**config.mk**
```make
export PLATFORM = sky130hd
export DESIGN_NAME = sha_front
export DESIGN_NICKNAME = d
export VERILOG_FILES = /design/src/sv/sha_pkg.sv /design/src/sv/sha_front.sv
export SDC_FILE = /design/constraint.sdc
export NUM_CORES = 1
export LEC_CHECK = 0
export BUFFER_PORTS_ARGS = -buffer_cell sky130_fd_sc_hd__buf_2
export CORE_UTILIZATION = 30
export CTS_CLUSTER_SIZE = 40
export DETAILED_ROUTE_END_ITERATION = 10
export PLACE_DENSITY = 0.6
export SLEW_MARGIN = 10
export SYNTH_ARGS = -nofsm -noshare
export SYNTH_HDL_FRONTEND = slang
export SYNTH_SLANG_ARGS = --single-unit
```
**constraint.sdc**
```tcl
create_clock -name clk_i -period 4 [get_ports clk_i]
set_clock_uncertainty 0.2 [all_clocks]
set_input_delay 0.2 -clock clk_i [delete_from_list [all_inputs] [get_ports clk_i]]
set_output_delay 0.2 -clock clk_i [all_outputs]
set_load 0.01 [all_outputs]
```
**src/sv/sha_pkg.sv**
```systemverilog
package sha_pkg;

  // Table sizing
  localparam int CAPACITY   = 256;
  localparam int WORD_W     = 32;
  localparam int HANDLE_W   = 8;
  localparam int OUT_WORD_W = 32;
  localparam int NUM_SLOTS  = 1 << HANDLE_W;
  localparam int SLOT_LIMIT = (CAPACITY < NUM_SLOTS) ? CAPACITY : NUM_SLOTS;
  localparam int COUNT_W    = HANDLE_W + 1;

  // Request and result queues; depth must be a power of two
  localparam int Q_DEPTH = 2;
  localparam int QPTR_W  = $clog2(Q_DEPTH);
  localparam int QCNT_W  = $clog2(Q_DEPTH + 1);

  typedef enum logic [1:0] {
    OP_ADD    = 2'd0,
    OP_REMOVE = 2'd1,
    OP_GET    = 2'd2,
    OP_CHECK  = 2'd3
  } op_e;

  typedef enum logic [1:0] {
    ST_OK      = 2'd0,
    ST_FULL    = 2'd1,
    ST_INVALID = 2'd2
  } status_e;

  // Classified request, front to back
  typedef struct packed {
    op_e                 op;
    logic [HANDLE_W-1:0] handle;
    logic [WORD_W-1:0]   word;
    logic                word_zero;
  } req_t;

  // Result, back to result queue
  typedef struct packed {
    logic [HANDLE_W-1:0]   handle;
    logic [OUT_WORD_W-1:0] word;
    logic                  is_valid;
    status_e               status;
  } res_t;

endpackage

```
**src/sv/sha_front.sv**
```systemverilog
module sha_front import sha_pkg::*; (
  input  logic                clk_i,
  input  logic                rst_ni,
  input  logic                push,
  output logic                full,
  input  logic [1:0]          op_i,
  input  logic [HANDLE_W-1:0] handle_i,
  input  logic [31:0]         obj_word_i,
  output logic                req_valid_o,
  output req_t                req_o,
  input  logic                req_pop_i
);

  req_t              entry_q [Q_DEPTH];
  logic [QPTR_W-1:0] wr_ptr_q, wr_ptr_d;
  logic [QPTR_W-1:0] rd_ptr_q, rd_ptr_d;
  logic [QCNT_W-1:0] count_q, count_d;
  logic              do_push, do_pop;
  req_t              new_req;

  assign full        = (count_q == QCNT_W'(Q_DEPTH));
  assign req_valid_o = (count_q != '0);
  assign req_o       = entry_q[rd_ptr_q];
  assign do_push     = push && !full;
  assign do_pop      = req_pop_i && req_valid_o;

  // Classify: mask the word to the stored width and flag a zero word
  always_comb begin
    new_req.op        = op_e'(op_i);
    new_req.handle    = handle_i;
    new_req.word      = WORD_W'(obj_word_i);
    new_req.word_zero = (WORD_W'(obj_word_i) == '0);
  end

  // Pointer and fill bookkeeping
  always_comb begin
    wr_ptr_d = wr_ptr_q;
    rd_ptr_d = rd_ptr_q;
    count_d  = count_q;
    if (do_push) begin
      wr_ptr_d = wr_ptr_q + 1'b1;
    end
    if (do_pop) begin
      rd_ptr_d = rd_ptr_q + 1'b1;
    end
    case ({do_push, do_pop})
      2'b10:   count_d = count_q + 1'b1;
      2'b01:   count_d = count_q - 1'b1;
      default: count_d = count_q;
    endcase
  end

  always_ff @(posedge clk_i or negedge rst_ni) begin
    if (!rst_ni) begin
      wr_ptr_q <= '0;
      rd_ptr_q <= '0;
      count_q  <= '0;
    end else begin
      wr_ptr_q <= wr_ptr_d;
      rd_ptr_q <= rd_ptr_d;
      count_q  <= count_d;
    end
  end

  // Payload storage
  always_ff @(posedge clk_i) begin
    if (do_push) begin
      entry_q[wr_ptr_q] <= new_req;
    end
  end

endmodule

```
==> out/metrics.yaml, run 1 <==
floorplanning:
  rows: 38
  fp.dieH_um: 108.5
  core_area_um2: 10940
  die_w_um: 108.5
  dieArea_um2: 11760
  start_util_pct: 31.09
  ios: 91
sta:
  hold_viol: 0
  fmax_mhz: 415.3
  min_period_ns: 2.408
  slew_violations: 0
  rsz0062_at_grt: "no"
  worst_pin_slew_ns: 1.076
  setup_tns_ns: 0
  timing.final.crit_share_pct: 60.19
  setup_viol: 0
  relSlewSlack_pct: 28.25
  hold_slack_ns: 0.05528
  setup_ws_ns: 1.592
worst_hold_path:
  hp-class: "in2reg"
worst_setup_path:
  required_ns: 3.60
  arrival_ns: 2.01
  r2r_slack_ns: 1.72
  worstSetupPathType: "reg2out"
  cp_max_fo: 44
  crit_path_start_kind: "flip-flop"
  end_kind: "output port"
layout:
  design_area_um2: 4717
  drive_gt1_share_pct: 49.35
  area_delta_synth_final_pct: 38.76
  fin_util_pct: 43.14
  n_antenna_cell: 0
  finalNetCount: 352
  instances_no_fill: 450
power_and_ir_drop:
  vdd_drop_max_v: 0.0002946
  total_power_mw: 3.058
  p_leak_nw: 1.770
  powerDensity_nw_per_um2: 648.3
clock_tree:
  cts_buffers: 9
  clk_path_buf_depth: 2
  path_clk_slew_ns: 0.07
  cts_sinks: 90
  h-tree-depth: 3
  clk_latency_ns: 0.34
  post_cts_buffers: 0
  root_buffer: "clkbuf_16"
  cts_tree: "done"
drt:
  drc: 0
  drt-initial-drc-count: 65
  routed_wl_um: 6234
  ant_nets: 0
  vias_per_cell: 4.289
  wl_per_cell_um: 13.85
  route.vias.total: 1930
  dr.pass1.iters: 4
synth:
  syn_inst: 163
  synth.avg_cell_area_um2: 20.86
  synth_most_common_cell: "edfxtp_1"
  ys_async_sr_fraction_pct: 4.444
  ys.flop_type: "edfxtp_1"
  ys_seq_area_share_pct: 78.91
  synth_top_area_share_pct: 75.97
  syn-cell-area_um2: 3400
  synth_cell_types: 17
  syn_nets: 210
  ys_top_cells_by_area: "edfxtp_1, mux2_2, dfrtp_1, buf_6, nor4_1"
  synth_area_leader_cell: "edfxtp_1"
  ys.warnings.count: 0
  synth_edf_count: 86
  synth_top_cells_by_count: "edfxtp_1, mux2_2, nor4_1"
  ys_ff_latch: 90
global_routing:
  grt_start_max_net_pins: 45
  antenna_found_initial: 0
  overflow: 0
  grt.total_usage_pct: 11.36
  grt_pass1_vias: 1994
  grt_first_pass_wirelength_um: 9639
status:
  status: "finished clean"
place:
  place_inst: 389
  gp_congestion: 0.6612
  port_buffers: 90
  post_dp_cell_area_um2: 3986
  dp.final_hpwl_um: 3843
  dp_slack_ns: 1.650
run:
  maxCapViolCount: 0
-- logic make-up (layout without fill, tap and decap cells) --
logic type | Yosys count | in the layout | share of synthesized area (%)
xor gates and xnor gates | 5 | 5 | 1.288
adders and majority gates | 1 | 1 | 0.3680
buffers and inverters | 6 | 153 | 1.766
DFF | 90 | 90 | 78.91
muxes | 43 | 43 | 14.57
and+or+nand+nor | 18 | 18 | 3.092
-- power breakdown --
part	total [mW]	switching [mW]	internal (mW)	leakage, nW
Combinational	0.843	0.400	0.443	0.786
Sequential	1.44	0.145	1.29	0.845
Clock	0.776	0.347	0.429	0.139
-- flip-flops by register name, indices dropped and copies added, names as in the netlist --
register / cells
wr_ptr_q: 1
entry_q: 86
count_q: 2
rd_ptr_q: 1
-- placed cells by master (no fill, tap or decap), drive strengths merged --
cell / count
clkinv: 4
xnor2: 3
dfrtp: 4
and3: 1
or2: 1
nor4: 8
nor2: 3
inv: 3
nand4: 2
edfxtp: 86
and2: 1
nand2: 1
dlygate4sd3: 45
ha: 1
nand2b: 1
xor2: 2
buf: 91
clkbuf: 10
mux2: 43
-- worst max-delay path, cell delays in order, from the launching register on --
cell and delay, ns:
dfrtp_2 1.08, mux2_2 0.43, buf_2 0.14
-- final timing paths --
| path | depth (start not counted) | from | to |
|---|---|---|---|
| worst max-delay path | 2 | rd_ptr_q | req_o[5] |
| min in group asynchronous | 3 | rst_ni | wr_ptr_q |
| max in group asynchronous | 3 | rst_ni | rd_ptr_q |
| worst min-delay path | 3 | push | wr_ptr_q |
| worst min register to register | 1 | count_q[1] | count_q[1] |
| worst max register to register | 4 | count_q[0] | entry_q[0][12] |
-- final cells by class --
type | count | area, um^2
clock buffer | 10 | 229.0
clock inverter | 6 | 51.30
fill | 992 | 6218
inverter | 1 | 3.754
multi-input combinational | 67 | 665.6
sequential | 90 | 2684
tap | 140 | 175.2
timing repair buffer | 136 | 908.4
-- layer usage --
metal / track usage (%) / vias up / part of all wire (%)
met5: 0 / - / 0
met4: 4.151 / 0 / 1.3
met3: 3.556 / 8 / 4.3
met2: 20.12 / 52 / 51
met1: 12.75 / 940 / 43
li1: - / 930 / -
-- what timing repair did --
item	CTS	global route
hold buffers	45	0
endpoints found under the hold margin	89	0
resized for setup	0	0
Power figures use the tool's default switching activity.
==> inputs of run 2 (changes only) <==
--- a/config.mk
+++ b/config.mk
@@ -9,7 +9,7 @@
 export CORE_UTILIZATION = 30
 export CTS_CLUSTER_SIZE = 40
 export DETAILED_ROUTE_END_ITERATION = 10
-export PLACE_DENSITY = 0.6
+export PLACE_DENSITY = 0.62
 export SLEW_MARGIN = 10
 export SYNTH_ARGS = -nofsm -noshare
 export SYNTH_HDL_FRONTEND = slang
==> constraint.sdc (replaced) <==
create_clock -name clk_i -period 2.15 [get_ports clk_i]
set_clock_uncertainty 0.2 [all_clocks]
set_input_delay 0.1075 -clock clk_i [delete_from_list [all_inputs] [get_ports clk_i]]
set_output_delay 0.1075 -clock clk_i [all_outputs]
set_load 0.01 [all_outputs]
==> out/metrics.yaml, run 2 (same netlist as run 1, synthesis figures left out) <==
status:
  status: "finished clean"
floorplanning:
  start_util_pct: 31.09
  core_area_um2: 10940
  rows: 38
  dieArea_um2: 11760
  fp.dieH_um: 108.5
  ios: 91
  die_w_um: 108.5
drt:
  wl_per_cell_um: 14.36
  dr.pass1.iters: 3
  ant_nets: 0
  drc: 0
  routed_wl_um: 6550
  vias_per_cell: 4.298
  drt-initial-drc-count: 77
  route.vias.total: 1960
worst_setup_path:
  cpPeakStageDelay_ns: 0.39
  required_ns: 1.84
  r2r_end: "count_q[1]"
  worstPathCellList: "buf_4, mux2_2, buf_2"
  crit_path_start_kind: "flip-flop"
  end_kind: "output port"
  worstSetupPathType: "reg2out"
  timing.rr.start: "count_q[0]"
  cp_max_fo: 22
  critPathSlowestCell: "mux2_2"
  r2r_slack_ns: 0.41
  rr_worst_depth: 5
  arrival_ns: 1.54
run:
  maxCapViolCount: 0
layout:
  area_delta_synth_final_pct: 41.04
  largest_reg_flops: 86
  top_register: "entry_q"
  largest_registers: "entry_q (86), count_q (2)"
  finalNetCount: 358
  fin_util_pct: 43.84
  layout_common_cells: "buf_2, edfxtp_1, dlygate4sd3_1"
  final_common_cell: "buf_2"
  drive_gt1_share_pct: 49.68
  n_antenna_cell: 0
power_and_ir_drop:
  vdd_drop_max_v: 0.0005042
  p_leak_nw: 1.810
  powerDensity_nw_per_um2: 1237
  total_power_mw: 5.929
place:
  gp_congestion: 0.6779
  port_buffers: 90
  dp.final_hpwl_um: 4080
  dp_slack_ns: 0.4235
sta:
  slew_violations: 0
  setup_viol: 0
  relSlewSlack_pct: 69.41
  worst_pin_slew_ns: 0.4547
  timing.final.crit_share_pct: 85.86
  hold_slack_ns: 0.2985
  rsz0062_at_grt: "no"
  hold_viol: 0
  setup_ws_ns: 0.3041
  setup_tns_ns: 0
  fmax_mhz: 541.7
  min_period_ns: 1.846
clock_tree:
  cts_tree: "done"
  cts_sinks: 90
  root_buffer: "clkbuf_16"
  h-tree-depth: 3
  clk_path_buf_depth: 2
  path_clk_slew_ns: 0.06
  clk_latency_ns: 0.33
  post_cts_buffers: 0
  cts_buffers: 9
global_routing:
  grt_start_max_net_pins: 23
  grt.total_usage_pct: 11.65
  overflow: 0
  grt_first_pass_wirelength_um: 9929
  antenna_found_initial: 0
  grt_pass1_vias: 2054
worst_hold_path:
  hp-class: "in2reg"
  hold_start: "handle_i[0]"
  whs_path_depth: 2
  holdPathEnd: "entry_q[1][33]"
[run 2: report_power, final]
group	switching, mW	total, mW	internal (mW)
Combinational	0.946	1.81	0.864
Clock	0.606	1.62	1.01
Sequential	0.101	2.50	2.40
Total	1.65	5.93	4.28
[run 2: critical path, delay by kind of cell (launching register included)]
| kind | cells | cell delay, ns |
|---|---|---|
| buffers and inverters | 2 | 0.45 |
| muxes | 1 | 0.39 |
| DFF | 1 | 0.35 |
[run 2: layout make-up]
cell class | count | area (um^2)
Timing Repair Buffer | 142 | 955.9
Sequential cell | 90 | 2684
Inverter | 1 | 3.754
Multi-Input combinational cell | 67 | 665.6
Fill cell | 980 | 6141
Clock inverter | 6 | 81.33
Clock buffer | 10 | 229.0
Tap cell | 140 | 175.2
[run 2: routing by layer]
| metal | GRT usage [%] | vias up | part of all wire (%) |
|---|---|---|---|
| li1 | - | 939 | - |
| met1 | 13.51 | 955 | 44 |
| met2 | 19.80 | 57 | 50 |
| met3 | 3.496 | 9 | 4.5 |
| met4 | 5.212 | 0 | 1.6 |
| met5 | 0 | - | 0 |
[run 2: how the worst max path moves through the flow]
| stage | startpoint | endpoint | slack (ns) |
|---|---|---|---|
| global placement | count_q[0] | count_q[1] | 0.48 |
| CTS | rd_ptr_q | req_o[30] | 0.27 |
| finish | rd_ptr_q | req_o[30] | 0.30 |
| floorplan | count_q[0] | entry_q[0][0] | 0.24 |
| detailed placement | count_q[0] | count_q[1] | 0.42 |
| global route | rd_ptr_q | req_o[27] | 0.23 |
[run 2: metrics by stage]
stage	std cells	cell area, um^2
final	456	4795
after global routing	456	4795
after CTS	456	4795
after detailed placement	394	4024
after global placement	394	4024
after floorplan	163	3408
[run 2: repair_timing]
item	CTS	global route
hold buffers	46	0
resized for setup	0	0
endpoints found under the hold margin	92	0
