<file path="src/sv/sha_pkg.sv">
package sha_pkg;

  // Table sizing
  localparam int CAPACITY   = 256;
  localparam int WORD_W     = 32;
  localparam int HANDLE_W   = 8;
  localparam int OUT_WORD_W = 32;
  localparam int NUM_SLOTS  = 1 << HANDLE_W;
  localparam int SLOT_LIMIT = (CAPACITY < NUM_SLOTS) ? CAPACITY : NUM_SLOTS;
  localparam int COUNT_W    = HANDLE_W + 1;

  // Request and result queues; depth must be a power of two
  localparam int Q_DEPTH = 2;
  localparam int QPTR_W  = $clog2(Q_DEPTH);
  localparam int QCNT_W  = $clog2(Q_DEPTH + 1);

  typedef enum logic [1:0] {
    OP_ADD    = 2'd0,
    OP_REMOVE = 2'd1,
    OP_GET    = 2'd2,
    OP_CHECK  = 2'd3
  } op_e;

  typedef enum logic [1:0] {
    ST_OK      = 2'd0,
    ST_FULL    = 2'd1,
    ST_INVALID = 2'd2
  } status_e;

  // Classified request, front to back
  typedef struct packed {
    op_e                 op;
    logic [HANDLE_W-1:0] handle;
    logic [WORD_W-1:0]   word;
    logic                word_zero;
  } req_t;

  // Result, back to result queue
  typedef struct packed {
    logic [HANDLE_W-1:0]   handle;
    logic [OUT_WORD_W-1:0] word;
    logic                  is_valid;
    status_e               status;
  } res_t;

endpackage

</file>
<file path="src/sv/sha_resq.sv">
module sha_resq import sha_pkg::*; (
  input  logic                  clk_i,
  input  logic                  rst_ni,
  input  logic                  res_push_i,
  input  res_t                  res_i,
  output logic                  res_space_o,
  output logic                  empty,
  input  logic                  pop,
  output logic [HANDLE_W-1:0]   out_handle_o,
  output logic [OUT_WORD_W-1:0] out_word_o,
  output logic                  is_valid_o,
  output logic [1:0]            status_o
);

  res_t              entry_q [Q_DEPTH];
  logic [QPTR_W-1:0] wr_ptr_q, wr_ptr_d;
  logic [QPTR_W-1:0] rd_ptr_q, rd_ptr_d;
  logic [QCNT_W-1:0] count_q, count_d;
  logic              do_pop;
  res_t              head;

  assign res_space_o  = (count_q != QCNT_W'(Q_DEPTH));
  assign empty        = (count_q == '0);
  assign do_pop       = pop && !empty;
  assign head         = entry_q[rd_ptr_q];
  assign out_handle_o = head.handle;
  assign out_word_o   = head.word;
  assign is_valid_o   = head.is_valid;
  assign status_o     = head.status;

  // Pointer and fill bookkeeping; back only pushes when there is room
  always_comb begin
    wr_ptr_d = wr_ptr_q;
    rd_ptr_d = rd_ptr_q;
    if (res_push_i) begin
      wr_ptr_d = wr_ptr_q + 1'b1;
    end
    if (do_pop) begin
      rd_ptr_d = rd_ptr_q + 1'b1;
    end
    case ({res_push_i, do_pop})
      2'b10:   count_d = count_q + 1'b1;
      2'b01:   count_d = count_q - 1'b1;
      default: count_d = count_q;
    endcase
  end

  always_ff @(posedge clk_i or negedge rst_ni) begin
    if (!rst_ni) begin
      wr_ptr_q <= '0;
      rd_ptr_q <= '0;
      count_q  <= '0;
    end else begin
      wr_ptr_q <= wr_ptr_d;
      rd_ptr_q <= rd_ptr_d;
      count_q  <= count_d;
    end
  end

  always_ff @(posedge clk_i) begin
    if (res_push_i) begin
      entry_q[wr_ptr_q] <= res_i;
    end
  end

endmodule

</file>
<file path="config.mk">
export PLATFORM = sky130hd
export DESIGN_NAME = sha_resq
export DESIGN_NICKNAME = d
export VERILOG_FILES = /design/src/sv/sha_pkg.sv /design/src/sv/sha_resq.sv
export SDC_FILE = /design/constraint.sdc
export NUM_CORES = 1
export LEC_CHECK = 0
export BUFFER_PORTS_ARGS = -buffer_cell sky130_fd_sc_hd__buf_2
export CAP_MARGIN = 10
export CELL_PAD_IN_SITES_DETAIL_PLACEMENT = 1
export CELL_PAD_IN_SITES_GLOBAL_PLACEMENT = 1
export CORE_ASPECT_RATIO = 0.75
export CORE_MARGIN = 8
export CORE_UTILIZATION = 44
export CTS_BUF_LIST = sky130_fd_sc_hd__clkbuf_16
export CTS_CLUSTER_DIAMETER = 30
export DETAILED_ROUTE_END_ITERATION = 8
export PLACE_DENSITY = 0.85
export REMOVE_ABC_BUFFERS = 1
export SLEW_MARGIN = 40
export SYNTH_ARGS = -nofsm -noshare
export SYNTH_HDL_FRONTEND = slang
export SYNTH_SLANG_ARGS = --single-unit
</file>
<file path="constraint.sdc">
create_clock -name clk_i -period 3.36 [get_ports clk_i]
set_input_delay 0.672 -clock clk_i [delete_from_list [all_inputs] [get_ports clk_i]]
set_output_delay 0.672 -clock clk_i [all_outputs]
set_load 0.01 [all_outputs]
</file>
==> reports/qor.txt, run 1 <==
routed length on met3 = 655 µm
crit path max-delay cell type = dfrtp_2
Critical Path AT = 1.89 ns
setup TNS = 0 ns
Seq/Total Area, Yosys = 0.767
family with the most delay on the worst path = flip-flops
die area = 11100 µm²
root buffer selected by CTS = clkbuf_16
leakage power = 1.76 nW
CTS Hold Bufs = 0
Site Rows = 28
Setup crit start = rd_ptr_q$_DFFE_PN0P_
Placed Cells = 344
n_diodes = 0
# port buffers = 91
final net count = 298
Hold Crit Class = in -> async
Top Layer Used = met4
Critical Path End = out_handle_o[3]
CTS H-Tree Depth = 3
Mapped Area = 3500 µm²
first-pass GRT wire length = 10200 µm
Starting Density = 0.448
share of layout cells above drive strength 1 = 0.606
maximum clock frequency = 391 MHz
r2r setup slk = 1.84 ns
vias in the first global route = 1925
Unique masters post-synth = 14
power per cell area = 862 nW/µm²
VDD IR max = 0.408 mV
fin crit period = 2.56 ns
Post-CTS Setup Inserts = 0
CTS Sinks = 90
Met1 Wirelength = 2570 µm
WL/cell = 17.9 µm
post-synthesis register bit count = 90
share of the synthesized area in the top cell type = 0.738
Worst Reg2Reg Path Length in Cells = 2
GRT Resource Usage Total = 0.121
dpl hpwl = 4670 µm
Layout fillers = 724
initial antenna violation count = 0
r2r endpoint = entry_q[0][6]$_DFFE_PP_
RD Place Congestion = 0.667
Final ANT Viol Nets = 0
Core ar. = 7810 µm²
max-slew violations = 0
critical path's largest stage delay = 0.77 ns
Synth-to-Final Area Change = 24.5%
run status = finished clean
gr ovfl total = 0
CTS tree = yes
I/O pins = 92
Post-CTS Resized = 0
Relative slew margins = 0.582
Tcrit/Tclk final = 0.761
Synth area leaders = edfxtp_1 (74%), mux2_4 (17%), dfrtp_1 (2.9%)
DR iter-0 viols = 44
synthesized area per cell = 23.2 µm²
worst r2r src = wr_ptr_q$_DFFE_PN0P_
Clock transition at path regs = 0.06 ns
kind of critical path = reg -> out
pin count of the biggest net entering global routing = 44
RSZ-0062 raised after global routing = false
commonest non-fill, non-tap cells in the layout = buf_2 (91), edfxtp_1 (86), mux2_4 (39), clkbuf_16 (9), mux2_2 (4)
Met2 Routed Length = 3120 µm
clock latency on the worst-skew pair = 0.32 ns
maxcap violations = 0
Max Buffers Root-to-Sink = 2
cell taking the most area after synthesis = edfxtp_1
die width = 119 µm
yosys warns = 0
TritonCTS Buffers = 9
drt total wl = 6410 µm
via count = 1657
Register Area = 2680 µm²
stages on the worst setup path = 3
Slew @ Worst Pin = 0.627 ns
post-route insts no fill = 359
CP startpoint kind = flip-flop
vias per cell = 4.62
CP required = 2.69 ns
clock skew = 0.00556 ns
die span in y = 93.2 µm
worst path bufs/invs = 2
CP max FO = 25
area of the multi-input gates = 729 µm²
Synth Instances = 151
worst-path cell chain = buf_12, mux2_4, buf_2
Final setup viols = 0
Final Hold Fails = 0
Setup crit end kind = output port
most common cell after layout, fill and taps aside = buf_2
DRC Markers = 0
drt first pass iters = 4
## metal layers
layer	global-route usage	vias to the layer above
met5	0	-
met3	0.0686	9
met1	0.132	797
li1	-	780
met2	0.197	71
met4	0.0378	0
## worst register-to-register path, stage by stage (launching register included)
cell and delay, ns:
dfrtp_1 0.43, nor2_4 0.52, buf_12 0.27
## area by class of cell
class | instances | area share
Sequential cell | 90 | 0.617
Multi-Input combinational cell | 55 | 0.168
Timing Repair Buffer | 93 | 0.114
Clock buffer | 9 | 0.0517
Tap cell | 105 | 0.0302
Clock inverter | 6 | 0.0193
Inverter | 1 | 0.000862
## worst min path at each step
stage | start | endpoint | slack (ns) | cells after the start
after CTS | rst_ni | count_q[1]$_DFFE_PN0P_ | 0.14 | 1
after detailed placement | rst_ni | count_q[1]$_DFFE_PN0P_ | 0.49 | 1
after global routing | rst_ni | count_q[1]$_DFFE_PN0P_ | 0.14 | 1
after floorplan | rst_ni | count_q[0]$_DFFE_PN0P_ | 0.38 | 0
after global placement | count_q[1]$_DFFE_PN0P_ | count_q[1]$_DFFE_PN0P_ | 0.48 | 1
final | rst_ni | count_q[1]$_DFFE_PN0P_ | 0.14 | 1
## logic make-up after synthesis
logic type	share of synthesized area
muxes	0.180
DFF	0.767
buffers and inverters	0.0272
and+or+nand+nor	0.00930
adders and majority gates	0.00358
xor gates and xnor gates	0.0125
## through the flow
step           power [mW]  setup slack, ns   util  hold slack, ns  area [µm²]
2_1_floorplan        2.39            0.379      -           0.376        3410
3_3_place_gp         2.76             1.15  0.517           0.479        4040
3_5_place_dp         2.80             1.13  0.518           0.488        4040
4_1_cts              3.83            0.775  0.557           0.135        4350
5_1_grt              3.95            0.700  0.557           0.140        4350
6_report             3.75            0.802  0.557           0.143        4350
## flip-flops by register name, indices dropped and copies added, names as in the netlist
| register | cells |
|---|---|
| wr_ptr_q | 1 |
| rd_ptr_q | 1 |
| entry_q | 86 |
| count_q | 2 |
## synth_stat cells (all sizes together)
library cell / n
nor2: 3
dfrtp: 4
ha: 1
xnor2: 2
buf: 5
nand2b: 1
edfxtp: 86
and2: 1
xor2: 3
mux2: 43
inv: 1
nor2b: 1
## report_power, final
group / leakage [nW] / switching [mW] / internal, mW
sequential: 0.853 / 0.133 / 1.50
combinational: 0.760 / 0.512 / 0.599
clock: 0.149 / 0.370 / 0.642
total: 1.76 / 1.02 / 2.74
No activity file was read; power rests on OpenSTA's default activity.
==> inputs of run 2 (changes only) <==
- CORE_UTILIZATION: 44 -> 40
- PLACE_DENSITY: 0.85 -> 0.82
- clock period: 3.36 -> 2.35 ns (I/O delays scaled with it)
==> run 2 against run 1 <==
  * Critical path depth did not move
  * Largest cell class unchanged
  * Non-clock buffer count up 3
  * Cell count increased by 1.9%
==> reports/qor.txt, run 2 (same netlist as run 1, synthesis figures left out) <==
run status = finished clean
Site Rows = 29
share of layout cells above drive strength 1 = 0.612
sequential power share = 0.401
kind of critical path = reg -> out
CP startpoint kind = flip-flop
Critical Path AT = 1.56 ns
drt total wl = 6670 µm
# port buffers = 91
Tcrit/Tclk final = 0.865
NetSw = 1.53 mW
most common cell after layout, fill and taps aside = buf_2
die area = 12000 µm²
CP max FO = 18
WL/cell = 18.2 µm
Setup crit end kind = output port
fin crit period = 2.03 ns
Final Hold Fails = 0
leakage power = 1.80 nW
maximum clock frequency = 492 MHz
Final setup viols = 0
largest register by flop count = entry_q
initial antenna violation count = 0
first-pass GRT wire length = 10500 µm
Starting Density = 0.412
Core ar. = 8490 µm²
die width = 124 µm
gr ovfl total = 0
pin count of the biggest net entering global routing = 44
GRT Resource Usage Total = 0.115
clock skew = 0.00588 ns
n_diodes = 0
hold path startpoint = res_i[29]
Largest regs = entry_q (86), count_q (2)
clock latency on the worst-skew pair = 0.33 ns
Slew @ Worst Pin = 0.323 ns
DRC Markers = 0
power per cell area = 1260 nW/µm²
CTS Sinks = 90
final net count = 301
RSZ-0062 raised after global routing = false
Worst Hold Depth = 1
root buffer selected by CTS = clkbuf_16
post-route insts no fill = 366
post-route cell area = 4430 µm²
Setup crit start = rd_ptr_q$_DFFE_PN0P_
vias per cell = 4.60
Clock transition at path regs = 0.07 ns
internal power = 4.07 mW
vias in the first global route = 2002
combinational fraction of design power = 0.306
CTS tree = yes
Relative slew margins = 0.785
CTS H-Tree Depth = 3
die span in y = 97.0 µm
max-slew violations = 0
VDD IR max = 0.598 mV
commonest non-fill, non-tap cells in the layout = buf_2 (91), edfxtp_1 (86), mux2_4 (39), clkbuf_16 (9), mux2_2 (4)
dpl hpwl = 4610 µm
Hold Crit Class = in -> reg
RD Place Congestion = 0.653
via count = 1684
I/O pins = 92
Placed Cells = 349
maxcap violations = 0
sw frac = 0.273
worst r2r src = count_q[0]$_DFFE_PN0P_
TritonCTS Buffers = 9
Clock power frac = 0.293
DR iter-0 viols = 80
Final ANT Viol Nets = 0
Worst Reg2Reg Path Length in Cells = 5
max reg flops = 86
drt first pass iters = 3
Max Buffers Root-to-Sink = 2
Synth-to-Final Area Change = 26.7%
placed instance area = 4070 µm²
CP required = 1.88 ns
## run 2: worst max-delay path, stage by stage, from the launching register on
cell and delay [ns]:
dfrtp_2 0.39, buf_4 0.32, mux2_2 0.37, buf_2 0.14
## run 2: what timing repair did
item	in CTS	in global routing
resized for setup	0	0
endpoints found under the hold margin	4	0
hold buffers	1	0
buffers inserted	0	0
## run 2: path summary, 6_finish.rpt
path / endpoint / slack [ns]
setup / recovery: out_word_o[27] / 0.32
hold / removal: entry_q[0][29]$_DFFE_PP_ / 0.32
setup reg to reg: count_q[1]$_DFFE_PN0P_ / 1.01
hold reg to reg: count_q[1]$_DFFE_PN0P_ / 0.50
max in group asynchronous: rd_ptr_q$_DFFE_PN0P_ / 1.73
min in group asynchronous: rd_ptr_q$_DFFE_PN0P_ / 0.47
## run 2: layout make-up
class | instances | area (µm²)
clock buffer | 9 | 225
clock inverter | 7 | 121
fill | 797 | 4060
inverter | 1 | 3.75
multi-input combinational | 55 | 728
sequential | 90 | 2680
tap | 108 | 135
timing repair buffer | 96 | 533
## run 2: stage by stage
stage	setup TNS (ns)	setup WS (ns)	hold slack, ns	power [mW]	utilization
finish	0	0.317	0.322	5.60	0.522
global route	0	0.249	0.308	5.88	0.522
CTS	0	0.294	0.308	5.71	0.522
detailed placement	0	0.660	0.293	4.04	0.480
global placement	0	0.681	0.289	3.99	0.480
floorplan	-25.32	-0.429	0.174	3.42	-
## run 2: power by group through the flow
stage	registers [mW]	clock network [mW]	logic (mW)
after floorplan	2.40	0	1.01
after global placement	2.26	0	1.74
after detailed placement	2.28	0	1.76
after CTS	2.25	1.69	1.77
after global routing	2.28	1.74	1.86
final	2.24	1.64	1.71
## run 2: layer usage
layer  wire [µm]  vias to the layer above  track usage
li1            -                      789            -
met1        2630                      821        0.124
met2        3240                       67        0.190
met3         740                        7       0.0587
met4          60                        0       0.0383
met5           0                        -            0
